<file path="config.mk">
export PLATFORM = sky130hd
export DESIGN_NAME = doubly_linked_list_manager_core
export DESIGN_NICKNAME = d
export VERILOG_FILES = /design/src/rtl/dllm_pkg.sv /design/src/rtl/dllm_ctrl.sv /design/src/rtl/dllm_dp.sv /design/src/rtl/doubly_linked_list_manager_core.sv
export SDC_FILE = /design/constraint.sdc
export NUM_CORES = 1
export LEC_CHECK = 0
export ABC_AREA = 1
export BUFFER_PORTS_ARGS = -buffer_cell sky130_fd_sc_hd__buf_2
export CAP_MARGIN = 30
export CELL_PAD_IN_SITES_DETAIL_PLACEMENT = 2
export CELL_PAD_IN_SITES_GLOBAL_PLACEMENT = 2
export CORE_ASPECT_RATIO = 1.2
export CORE_MARGIN = 5
export CORE_UTILIZATION = 46
export DETAILED_ROUTE_END_ITERATION = 16
export PLACE_DENSITY = 0.83
export SLEW_MARGIN = 0
export SYNTH_ARGS = -nofsm -noshare
export SYNTH_HDL_FRONTEND = slang
export SYNTH_SLANG_ARGS = --single-unit
export TNS_END_PERCENT = 50
</file>
<file path="constraint.sdc">
create_clock -name clock -period 9.7 [get_ports clock]
set_input_delay 0 -clock clock [delete_from_list [all_inputs] [get_ports clock]]
set_output_delay 0 -clock clock [all_outputs]
set_load 0.005 [all_outputs]
</file>
<file path="src/rtl/dllm_pkg.sv">
`timescale 1ns / 1ps
// Shared types and constants for the linked list manager.
// No dependencies; used by dllm_ctrl, dllm_dp and the top level.
package dllm_pkg;

   localparam int NODES  = 64;
   localparam int NODE_W = $clog2(NODES);
   localparam int LINK_W = $clog2(NODES + 1);
   localparam int CNT_W  = $clog2(NODES + 1);
   localparam int OP_W   = 3;

   localparam logic [LINK_W-1:0] NULL_LINK = LINK_W'(NODES);

   typedef enum logic [OP_W-1:0] {
      OP_INS_FRONT = 3'd0,
      OP_INS_BACK  = 3'd1,
      OP_POP_FRONT = 3'd2,
      OP_POP_BACK  = 3'd3,
      OP_UNLINK    = 3'd4
   } op_type;

   typedef enum logic {
      ST_IDLE = 1'b0,
      ST_EXEC = 1'b1
   } state_type;

   // issue: word taken, link reads and first insert writes
   // commit: second link writes, head/tail/count update, response load
   typedef struct packed {
      logic issue;
      logic commit;
   } cmd_type;

   function automatic logic is_null(input logic [LINK_W-1:0] link);
      return link >= NULL_LINK;
   endfunction

endpackage

</file>
<file path="src/rtl/dllm_ctrl.sv">
`timescale 1ns / 1ps
// Sequencer for the linked list manager: idle / execute.
// Depends on dllm_pkg.
module dllm_ctrl (
   input  logic             clock,
   input  logic             reset,
   input  logic             start,
   output logic             busy,
   output logic             rsp_valid,
   output dllm_pkg::cmd_type cmd
);
   import dllm_pkg::*;

   state_type state_ff, state_in;
   logic      rsp_valid_ff;

   always_ff @(posedge clock) begin
      if (reset) begin
         state_ff     <= ST_IDLE;
         rsp_valid_ff <= 1'b0;
      end else begin
         state_ff     <= state_in;
         rsp_valid_ff <= cmd.commit;
      end
   end

   always_comb begin
      state_in   = state_ff;
      cmd.issue  = 1'b0;
      cmd.commit = 1'b0;
      busy       = 1'b0;
      unique case (state_ff)
         ST_IDLE: begin
            if (start) begin
               cmd.issue = 1'b1;
               state_in  = ST_EXEC;
            end
         end
         ST_EXEC: begin
            busy       = 1'b1;
            cmd.commit = 1'b1;
            state_in   = ST_IDLE;
         end
         default: begin
            state_in = ST_IDLE;
         end
      endcase
   end

   assign rsp_valid = rsp_valid_ff;

endmodule

</file>
<file path="src/rtl/dllm_dp.sv">
`timescale 1ns / 1ps
// Datapath: next/prev link memories, head, tail, count and response registers.
// Depends on dllm_pkg; driven by dllm_ctrl commands.
module dllm_dp (
   input  logic                          clock,
   input  logic                          reset,
   input  dllm_pkg::cmd_type             cmd,
   input  logic [dllm_pkg::OP_W-1:0]     req_op,
   input  logic [dllm_pkg::NODE_W-1:0]   req_node,
   output logic [dllm_pkg::NODE_W-1:0]   rsp_node_out,
   output logic                          rsp_status,
   output logic [dllm_pkg::CNT_W-1:0]    rsp_list_count
);
   import dllm_pkg::*;

   logic [LINK_W-1:0] next_mem [NODES];
   logic [LINK_W-1:0] prev_mem [NODES];

   logic [OP_W-1:0]   op_ff;
   logic [NODE_W-1:0] node_ff;
   logic [LINK_W-1:0] rd_next_ff, rd_prev_ff;
   logic [LINK_W-1:0] head_ff, head_in;
   logic [LINK_W-1:0] tail_ff, tail_in;
   logic [CNT_W-1:0]  count_ff, count_in;
   logic [NODE_W-1:0] rsp_node_ff, rsp_node_in;
   logic              rsp_status_ff, rsp_status_in;
   logic [CNT_W-1:0]  rsp_count_ff;

   logic [NODE_W-1:0] rd_addr;
   logic              next_we, prev_we;
   logic [NODE_W-1:0] next_waddr, prev_waddr;
   logic [LINK_W-1:0] next_wdata, prev_wdata;
   logic [LINK_W-1:0] node_link;
   logic              empty;
   logic [LINK_W-1:0] pop_next, pop_prev;

   assign node_link = {1'b0, node_ff};
   assign empty     = (count_ff == '0);
   // link read through a null head or tail reads as null
   assign pop_next  = is_null(head_ff) ? NULL_LINK : rd_next_ff;
   assign pop_prev  = is_null(tail_ff) ? NULL_LINK : rd_prev_ff;

   // read address picked from the incoming word
   always_comb begin
      unique case (op_type'(req_op))
         OP_POP_FRONT: rd_addr = head_ff[NODE_W-1:0];
         OP_POP_BACK:  rd_addr = tail_ff[NODE_W-1:0];
         default:      rd_addr = req_node;
      endcase
   end

   // write ports: insert writes the new node at issue, neighbor fixups at commit
   always_comb begin
      next_we    = 1'b0;
      next_waddr = req_node;
      next_wdata = NULL_LINK;
      prev_we    = 1'b0;
      prev_waddr = req_node;
      prev_wdata = NULL_LINK;
      if (cmd.issue) begin
         case (op_type'(req_op))
            OP_INS_FRONT: begin
               next_we    = 1'b1;
               next_wdata = head_ff;
               prev_we    = 1'b1;
               prev_wdata = NULL_LINK;
            end
            OP_INS_BACK: begin
               next_we    = 1'b1;
               next_wdata = NULL_LINK;
               prev_we    = 1'b1;
               prev_wdata = tail_ff;
            end
            default: ;
         endcase
      end else if (cmd.commit && !empty) begin
         case (op_type'(op_ff))
            OP_INS_FRONT: begin
               prev_we    = !is_null(head_ff);
               prev_waddr = head_ff[NODE_W-1:0];
               prev_wdata = node_link;
            end
            OP_INS_BACK: begin
               next_we    = !is_null(tail_ff);
               next_waddr = tail_ff[NODE_W-1:0];
               next_wdata = node_link;
            end
            OP_POP_FRONT: begin
               prev_we    = !is_null(pop_next);
               prev_waddr = pop_next[NODE_W-1:0];
               prev_wdata = NULL_LINK;
            end
            OP_POP_BACK: begin
               next_we    = !is_null(pop_prev);
               next_waddr = pop_prev[NODE_W-1:0];
               next_wdata = NULL_LINK;
            end
            OP_UNLINK: begin
               next_we    = !is_null(rd_prev_ff);
               next_waddr = rd_prev_ff[NODE_W-1:0];
               next_wdata = rd_next_ff;
               prev_we    = !is_null(rd_next_ff);
               prev_waddr = rd_next_ff[NODE_W-1:0];
               prev_wdata = rd_prev_ff;
            end
            default: ;
         endcase
      end
   end

   always_ff @(posedge clock) begin
      if (next_we) begin
         next_mem[next_waddr] <= next_wdata;
      end
   end

   always_ff @(posedge clock) begin
      if (prev_we) begin
         prev_mem[prev_waddr] <= prev_wdata;
      end
   end

   always_ff @(posedge clock) begin
      if (cmd.issue) begin
         op_ff      <= req_op;
         node_ff    <= req_node;
         rd_next_ff <= next_mem[rd_addr];
         rd_prev_ff <= prev_mem[rd_addr];
      end
   end

   // list registers and response for the word in flight
   always_comb begin
      head_in       = head_ff;
      tail_in       = tail_ff;
      count_in      = count_ff;
      rsp_node_in   = '0;
      rsp_status_in = 1'b0;
      case (op_type'(op_ff))
         OP_INS_FRONT: begin
            rsp_node_in = node_ff;
            if (empty) begin
               tail_in = node_link;
            end
            head_in = node_link;
            if (count_ff != CNT_W'(NODES)) begin
               count_in = count_ff + 1'b1;
            end
         end
         OP_INS_BACK: begin
            rsp_node_in = node_ff;
            if (empty) begin
               head_in = node_link;
            end
            tail_in = node_link;
            if (count_ff != CNT_W'(NODES)) begin
               count_in = count_ff + 1'b1;
            end
         end
         OP_POP_FRONT: begin
            if (empty) begin
               rsp_status_in = 1'b1;
            end else begin
               head_in = pop_next;
               if (is_null(pop_next)) begin
                  tail_in = NULL_LINK;
               end
               count_in    = count_ff - 1'b1;
               rsp_node_in = is_null(head_ff) ? '0 : head_ff[NODE_W-1:0];
            end
         end
         OP_POP_BACK: begin
            if (empty) begin
               rsp_status_in = 1'b1;
            end else begin
               tail_in = pop_prev;
               if (is_null(pop_prev)) begin
                  head_in = NULL_LINK;
               end
               count_in    = count_ff - 1'b1;
               rsp_node_in = is_null(tail_ff) ? '0 : tail_ff[NODE_W-1:0];
            end
         end
         OP_UNLINK: begin
            if (empty) begin
               rsp_status_in = 1'b1;
            end else begin
               rsp_node_in = node_ff;
               if (head_ff == node_link) begin
                  head_in = rd_next_ff;
               end
               if (tail_ff == node_link) begin
                  tail_in = rd_prev_ff;
               end
               count_in = count_ff - 1'b1;
            end
         end
         default: ;
      endcase
   end

   always_ff @(posedge clock) begin
      if (reset) begin
         head_ff  <= NULL_LINK;
         tail_ff  <= NULL_LINK;
         count_ff <= '0;
      end else if (cmd.commit) begin
         head_ff  <= head_in;
         tail_ff  <= tail_in;
         count_ff <= count_in;
      end
   end

   always_ff @(posedge clock) begin
      if (cmd.commit) begin
         rsp_node_ff   <= rsp_node_in;
         rsp_status_ff <= rsp_status_in;
         rsp_count_ff  <= count_in;
      end
   end

   assign rsp_node_out   = rsp_node_ff;
   assign rsp_status     = rsp_status_ff;
   assign rsp_list_count = rsp_count_ff;

endmodule

</file>
<file path="src/rtl/doubly_linked_list_manager_core.sv">
`timescale 1ns / 1ps
// Doubly linked list manager over a pool of node indices: top level.
// Depends on dllm_pkg, dllm_ctrl, dllm_dp.
//
// Usage:
//   Command side: drive req_op / req_node and raise start; the word is taken
//   at a clock edge with start high and busy low. Ops: insert front, insert
//   back, pop front, pop back, unlink node.
//   Response side: one response word per command on rsp_node_out, rsp_status
//   and rsp_list_count, valid for exactly one cycle while rsp_valid is high.
//   There is no backpressure; the receiver must capture it in that cycle.
//   Sequence: the accepting edge moves the sequencer to execute; the edge that
//   ends execute loads the response registers and raises rsp_valid.
//   A new command is taken only once the last one is done. The issue step
//   reads the neighbor link from the synchronous next/prev link memories,
//   the execute step writes the fixed-up links back; busy is high during
//   execute, and a new command may be taken while the response is shown.
//   Reset: head and tail go to null, count to zero; the link memories are
//   not cleared and need no sweep, so commands are taken right after reset.
module doubly_linked_list_manager_core (
   input  logic                        clock,
   input  logic                        reset,
   input  logic                        start,
   output logic                        busy,
   input  logic [dllm_pkg::OP_W-1:0]   req_op,
   input  logic [dllm_pkg::NODE_W-1:0] req_node,
   output logic                        rsp_valid,
   output logic [dllm_pkg::NODE_W-1:0] rsp_node_out,
   output logic                        rsp_status,
   output logic [dllm_pkg::CNT_W-1:0]  rsp_list_count
);
   import dllm_pkg::*;

   cmd_type cmd;

   dllm_ctrl u_ctrl (
      .clock     (clock),
      .reset     (reset),
      .start     (start),
      .busy      (busy),
      .rsp_valid (rsp_valid),
      .cmd       (cmd)
   );

   dllm_dp u_dp (
      .clock          (clock),
      .reset          (reset),
      .cmd            (cmd),
      .req_op         (req_op),
      .req_node       (req_node),
      .rsp_node_out   (rsp_node_out),
      .rsp_status     (rsp_status),
      .rsp_list_count (rsp_list_count)
   );

   // a taken command always executes for exactly one cycle
   a_issue_exec: assert property (@(posedge clock) disable iff (reset)
      (start && !busy) |=> busy)
      else $error("accepted command did not enter execute");

   a_exec_single: assert property (@(posedge clock) disable iff (reset)
      busy |=> (!busy && rsp_valid))
      else $error("execute did not finish with a response");

   a_rsp_only_after_exec: assert property (@(posedge clock) disable iff (reset)
      rsp_valid |-> $past(busy))
      else $error("response without a preceding execute cycle");

   a_count_range: assert property (@(posedge clock) disable iff (reset)
      rsp_valid |-> (rsp_list_count <= CNT_W'(NODES)))
      else $error("list count beyond pool size");

   a_empty_node_zero: assert property (@(posedge clock) disable iff (reset)
      (rsp_valid && rsp_status) |-> (rsp_node_out == '0))
      else $error("empty removal reported a node");

endmodule

</file>
==> summary by stage <==
Global route
The total overflow reported by the global router is 0. The number of antenna violations at the first check in global routing is 3. The pin count of the biggest net entering global routing is around 210. The wire length of the first global-routing pass is 258 mm. The global-route total usage across every layer is about a third. The number of global-route vias before repair is 38182.

Synth
The flip-flop cell with the highest count after synthesis is edfxtp_1. The flip-flop and latch count after synthesis is 956. After synthesis, the cell types taking the most area are edfxtp_1 (64%), nand3_1 (8.7%), inv_1 (7.2%). After synthesis, the share of flip-flops with an asynchronous set or reset is 0%.

During synthesis, Yosys emitted a total of 0 warnings. The cell with the most instances after synthesis is edfxtp_1. The mean area per synthesized cell is 10.2 µm². Counting every instance in the synthesized netlist gives ~4300. Summed over its instances, the top area cell type makes up around 64% of the synthesized netlist area. Summing the areas of all compound-gate instances in the mapped netlist gives 3.84% of the synthesized area. The cell area after technology mapping is around 44000 µm².

The largest family of logic cells by synthesized area is simple AND/OR/NAND/NOR gates. The fraction of synthesized area in multiplexers is 0%. The net count after synthesis is 4326.

Counting flops with a built-in enable in the synthesized netlist gives 933. The register area share after synthesis is approximately 65%. The cell type with the highest aggregate area in the netlist is edfxtp_1. The adder-cell share of the synthesized area is 0.0571%.

Summing the areas of all and, or, nand and nor instances in the mapped netlist gives 20.9% of the synthesized area. The number of different library cells used by synthesis comes to 45. After synthesis, the most frequently instantiated cells are edfxtp_1 (933), inv_1 (839), nand3_1 (761). The parity-gate share of the synthesized area counting xor and xnor cells is less than 1%.

Placed design
The setup slack at placement is between 5 and 6 ns. Detailed placement ended at an HPWL of roughly 100 mm. The total of buffers placed on input and output ports is 27. The congestion estimate from routability-driven global placement came to approximately 0.83.

Route
The routed length on met2 is 89.7 mm. Detailed routing placed a total of approximately 11 mm of wire on met3. Dividing the detail-routed via count by the number of cells gives 6.23.

The top layer reached by signal wires is met5. The average wire length per cell after detail routing is roughly 32 µm. The first-pass iteration count of the detailed router is 6.

The sum of routed wire length over all layers is approximately 180 mm. The detailed router placed about 35000 vias in this run. The first-iteration detailed-routing DRC count is 3145. In this run the remaining antenna-violating nets after routing total 0. In the routed design, unresolved DRC markers number 0. The met1 wire length is 63.0 mm.

Timing
Setup repair after global routing left no endpoint under its margin. The worst pin sits at a relative slew slack of 24.4%. The final max-slew violation count is 0. The number of hold violations in the final report is 0. After routing, the total negative slack on setup checks comes to 0 ns. The worst clock skew on the final layout is 0.0481 ns. The final critical path takes up 49.9% of the cycle. The transition at the pin with the smallest max-transition slack is 1.13 ns. The final worst-path setup slack is 4.86 ns. Derived from the worst setup path, the maximum achievable clock frequency is ~210 MHz.

Counting I/O delays and the setup requirement, the final critical path takes between 4 and 5 ns. The number of setup violations in the final report is 0.

Setup path
The launching instance or port of the critical path is u_dp.op_ff[1]. The register-to-register setup slack is about 4.9 ns. The data arrival time at the worst-slack endpoint is 5.16 ns. Measured in cells, the most critical reg-to-reg path has a length of 12.

The startpoint-to-endpoint class of the critical path is reg2reg. The biggest fanout along the worst timing path is 16. STA puts the critical path data required time at 10.02 ns. The worst setup path is captured at a flip-flop.

STA classifies the critical path startpoint as a flip-flop. The critical register-to-register path startpoint is u_dp.op_ff[1].

Floorplanning
The die is 348 µm tall. For this design the top-level I/O count stands at 28. Once the floorplan was initialized, standard cells occupied 46.1% of the core. The horizontal die dimension is 292 µm.

The area of the core region is approximately 95000 µm². After floorplanning, the core was divided into 124 placement rows. The floorplan step defined a die boundary enclosing 102000 µm².

Pwr
The areal power density over the cells is 197 nW/µm². In this run, the clock network consumes 41.2% of the power. The logic gate share of total power is a little over a tenth. The leakage dissipation is 19.6 nW.

The internal power consumption is 0.00686 W. The switching share of power is 27.7%. VDD sags by at most between 150 and 200 µV. The analysis attributes to net switching a power of between 0.002 and 0.003 W. The proportion of power drawn by flip-flops and latches is a little under half.

Hold path
The worst hold path was traced through 2 stages. The startpoint identified for the worst hold timing path is req_op[0]. The worst hold path class is in2reg.

Clocking
The CTS clock-pin slew for the worst setup and hold paths is 0.06 ns. The post-cts repair resize count is 0. The clock latency on the worst-skew pair is roughly 0.71 ns. The number of clock sinks is between 900 and 1000. The number of clock buffers added by TritonCTS is 99. The CTS tree is built. The number of setup buffers added after CTS is 0. The H-tree generated during clock tree synthesis spans 3 levels. The tree is rooted in a clkbuf_16.

No sink is reached through more buffers than the 3 on the longest clock path.

Cells and area
Compared with the post-synthesis result, the final layout area differs by 10.1%. Cells with a size suffix above 1 make up 6.21% of the layout. The final-stage net count is 4231. At the end of the flow the core is filled with cells to about half.

Job
Max-cap violations in this run came to 0.

Run status
The run finished with clean final reports.
-- stage by stage --
| stage | area, µm² | hold slack (ns) | total power [W] | instances |
|---|---|---|---|---|
| after floorplan | 43800 | 0.0989 | 0.00521 | 4312 |
| after global placement | 45000 | 0.249 | 0.00555 | 5363 |
| after detailed placement | 45000 | 0.266 | 0.00560 | 5364 |
| after CTS | 48200 | 0.0624 | 0.00950 | 5560 |
| after global routing | 48300 | 0.141 | 0.00974 | 5561 |
| final | 48300 | 0.135 | 0.00949 | 5561 |
-- power groups by stage --
stage / combinational (W) / clock, W / sequential, W
final: 0.00102 / 0.00391 / 0.00456
after global routing: 0.00107 / 0.00412 / 0.00456
after CTS: 0.00100 / 0.00394 / 0.00456
after detailed placement: 0.000957 / 0 / 0.00464
after global placement: 0.000904 / 0 / 0.00464
after floorplan: 0.000586 / 0 / 0.00463
-- cells by family (layout without fill, tap and decap cells) --
kind of cell    after synthesis  in the layout
other cells                   0              1
buf+inv                    1127           1115
flops                       956            956
compound gates              286            286
simple gates               1929           1929
xor+xnor                     12             12
fa+ha+maj                     2              2
-- cell type report --
cell class,instances,area [µm²]
fill,9576,46700
tap,1260,1580
timing repair buffer,76,621
clock buffer,115,2560
sequential,956,28500
inverter,855,3220
antenna,1,2.50
clock inverter,69,597
multi-input combinational,2229,11200
-- cells in the final DEF, fill, tap and decap left out, drive strengths merged, types with 11 or more instances in the layout --
cell	count
nand3	765
clkinv	55
xor2	11
a21oi	26
dlygate4sd3	12
inv	858
o211ai	29
nand4	316
dfxtp	23
buf	64
o22ai	40
nand2	662
clkbuf	115
o21ai	164
edfxtp	933
nor2	175
-- path summary, 6_finish.rpt --
kind,end
max reg2reg,u_dp.prev_mem[45][6]
max,u_dp.prev_mem[45][6]
min,u_dp.op_ff[0]
min reg2reg,u_dp.count_ff[2]
-- metal layers --
metal	up-vias	global-route usage, %
li1	14506	-
met5	-	0
met4	4	19.3
met3	557	4.95
met2	1634	59.8
met1	17920	38.8
-- sequential cells by signal (all words and copies together), names as in the netlist --
name / cells
u_dp.rsp_status: 1
u_dp.head_ff: 7
u_dp.rd_next_ff: 7
u_dp.next_mem: 448
u_dp.rsp_node_out: 6
u_dp.rd_prev_ff: 7
u_dp.node_ff: 6
u_ctrl.rsp_valid: 1
u_dp.rsp_list_count: 7
u_ctrl.state_ff: 1
u_dp.op_ff: 3
u_dp.prev_mem: 448
u_dp.count_ff: 7
u_dp.tail_ff: 7
-- worst max-delay path: stages (launching register included) --
cell and delay [ns]:
edfxtp_1 0.51, nor2_4 0.10, nand2_2 0.33, inv_4 0.12
nor2_1 0.74, inv_1 0.14, a22oi_1 0.25, nand2_1 0.11
nand2_1 0.21, inv_1 0.12, nor2_1 0.40, nand3_1 0.55
nor2_1 0.86
-- timing repair --
item,in CTS,in global routing
endpoints found under the setup margin,0,0
hold endpoints to repair,17,0
hold buffers,12,0
(Power assumes the default switching activity.)
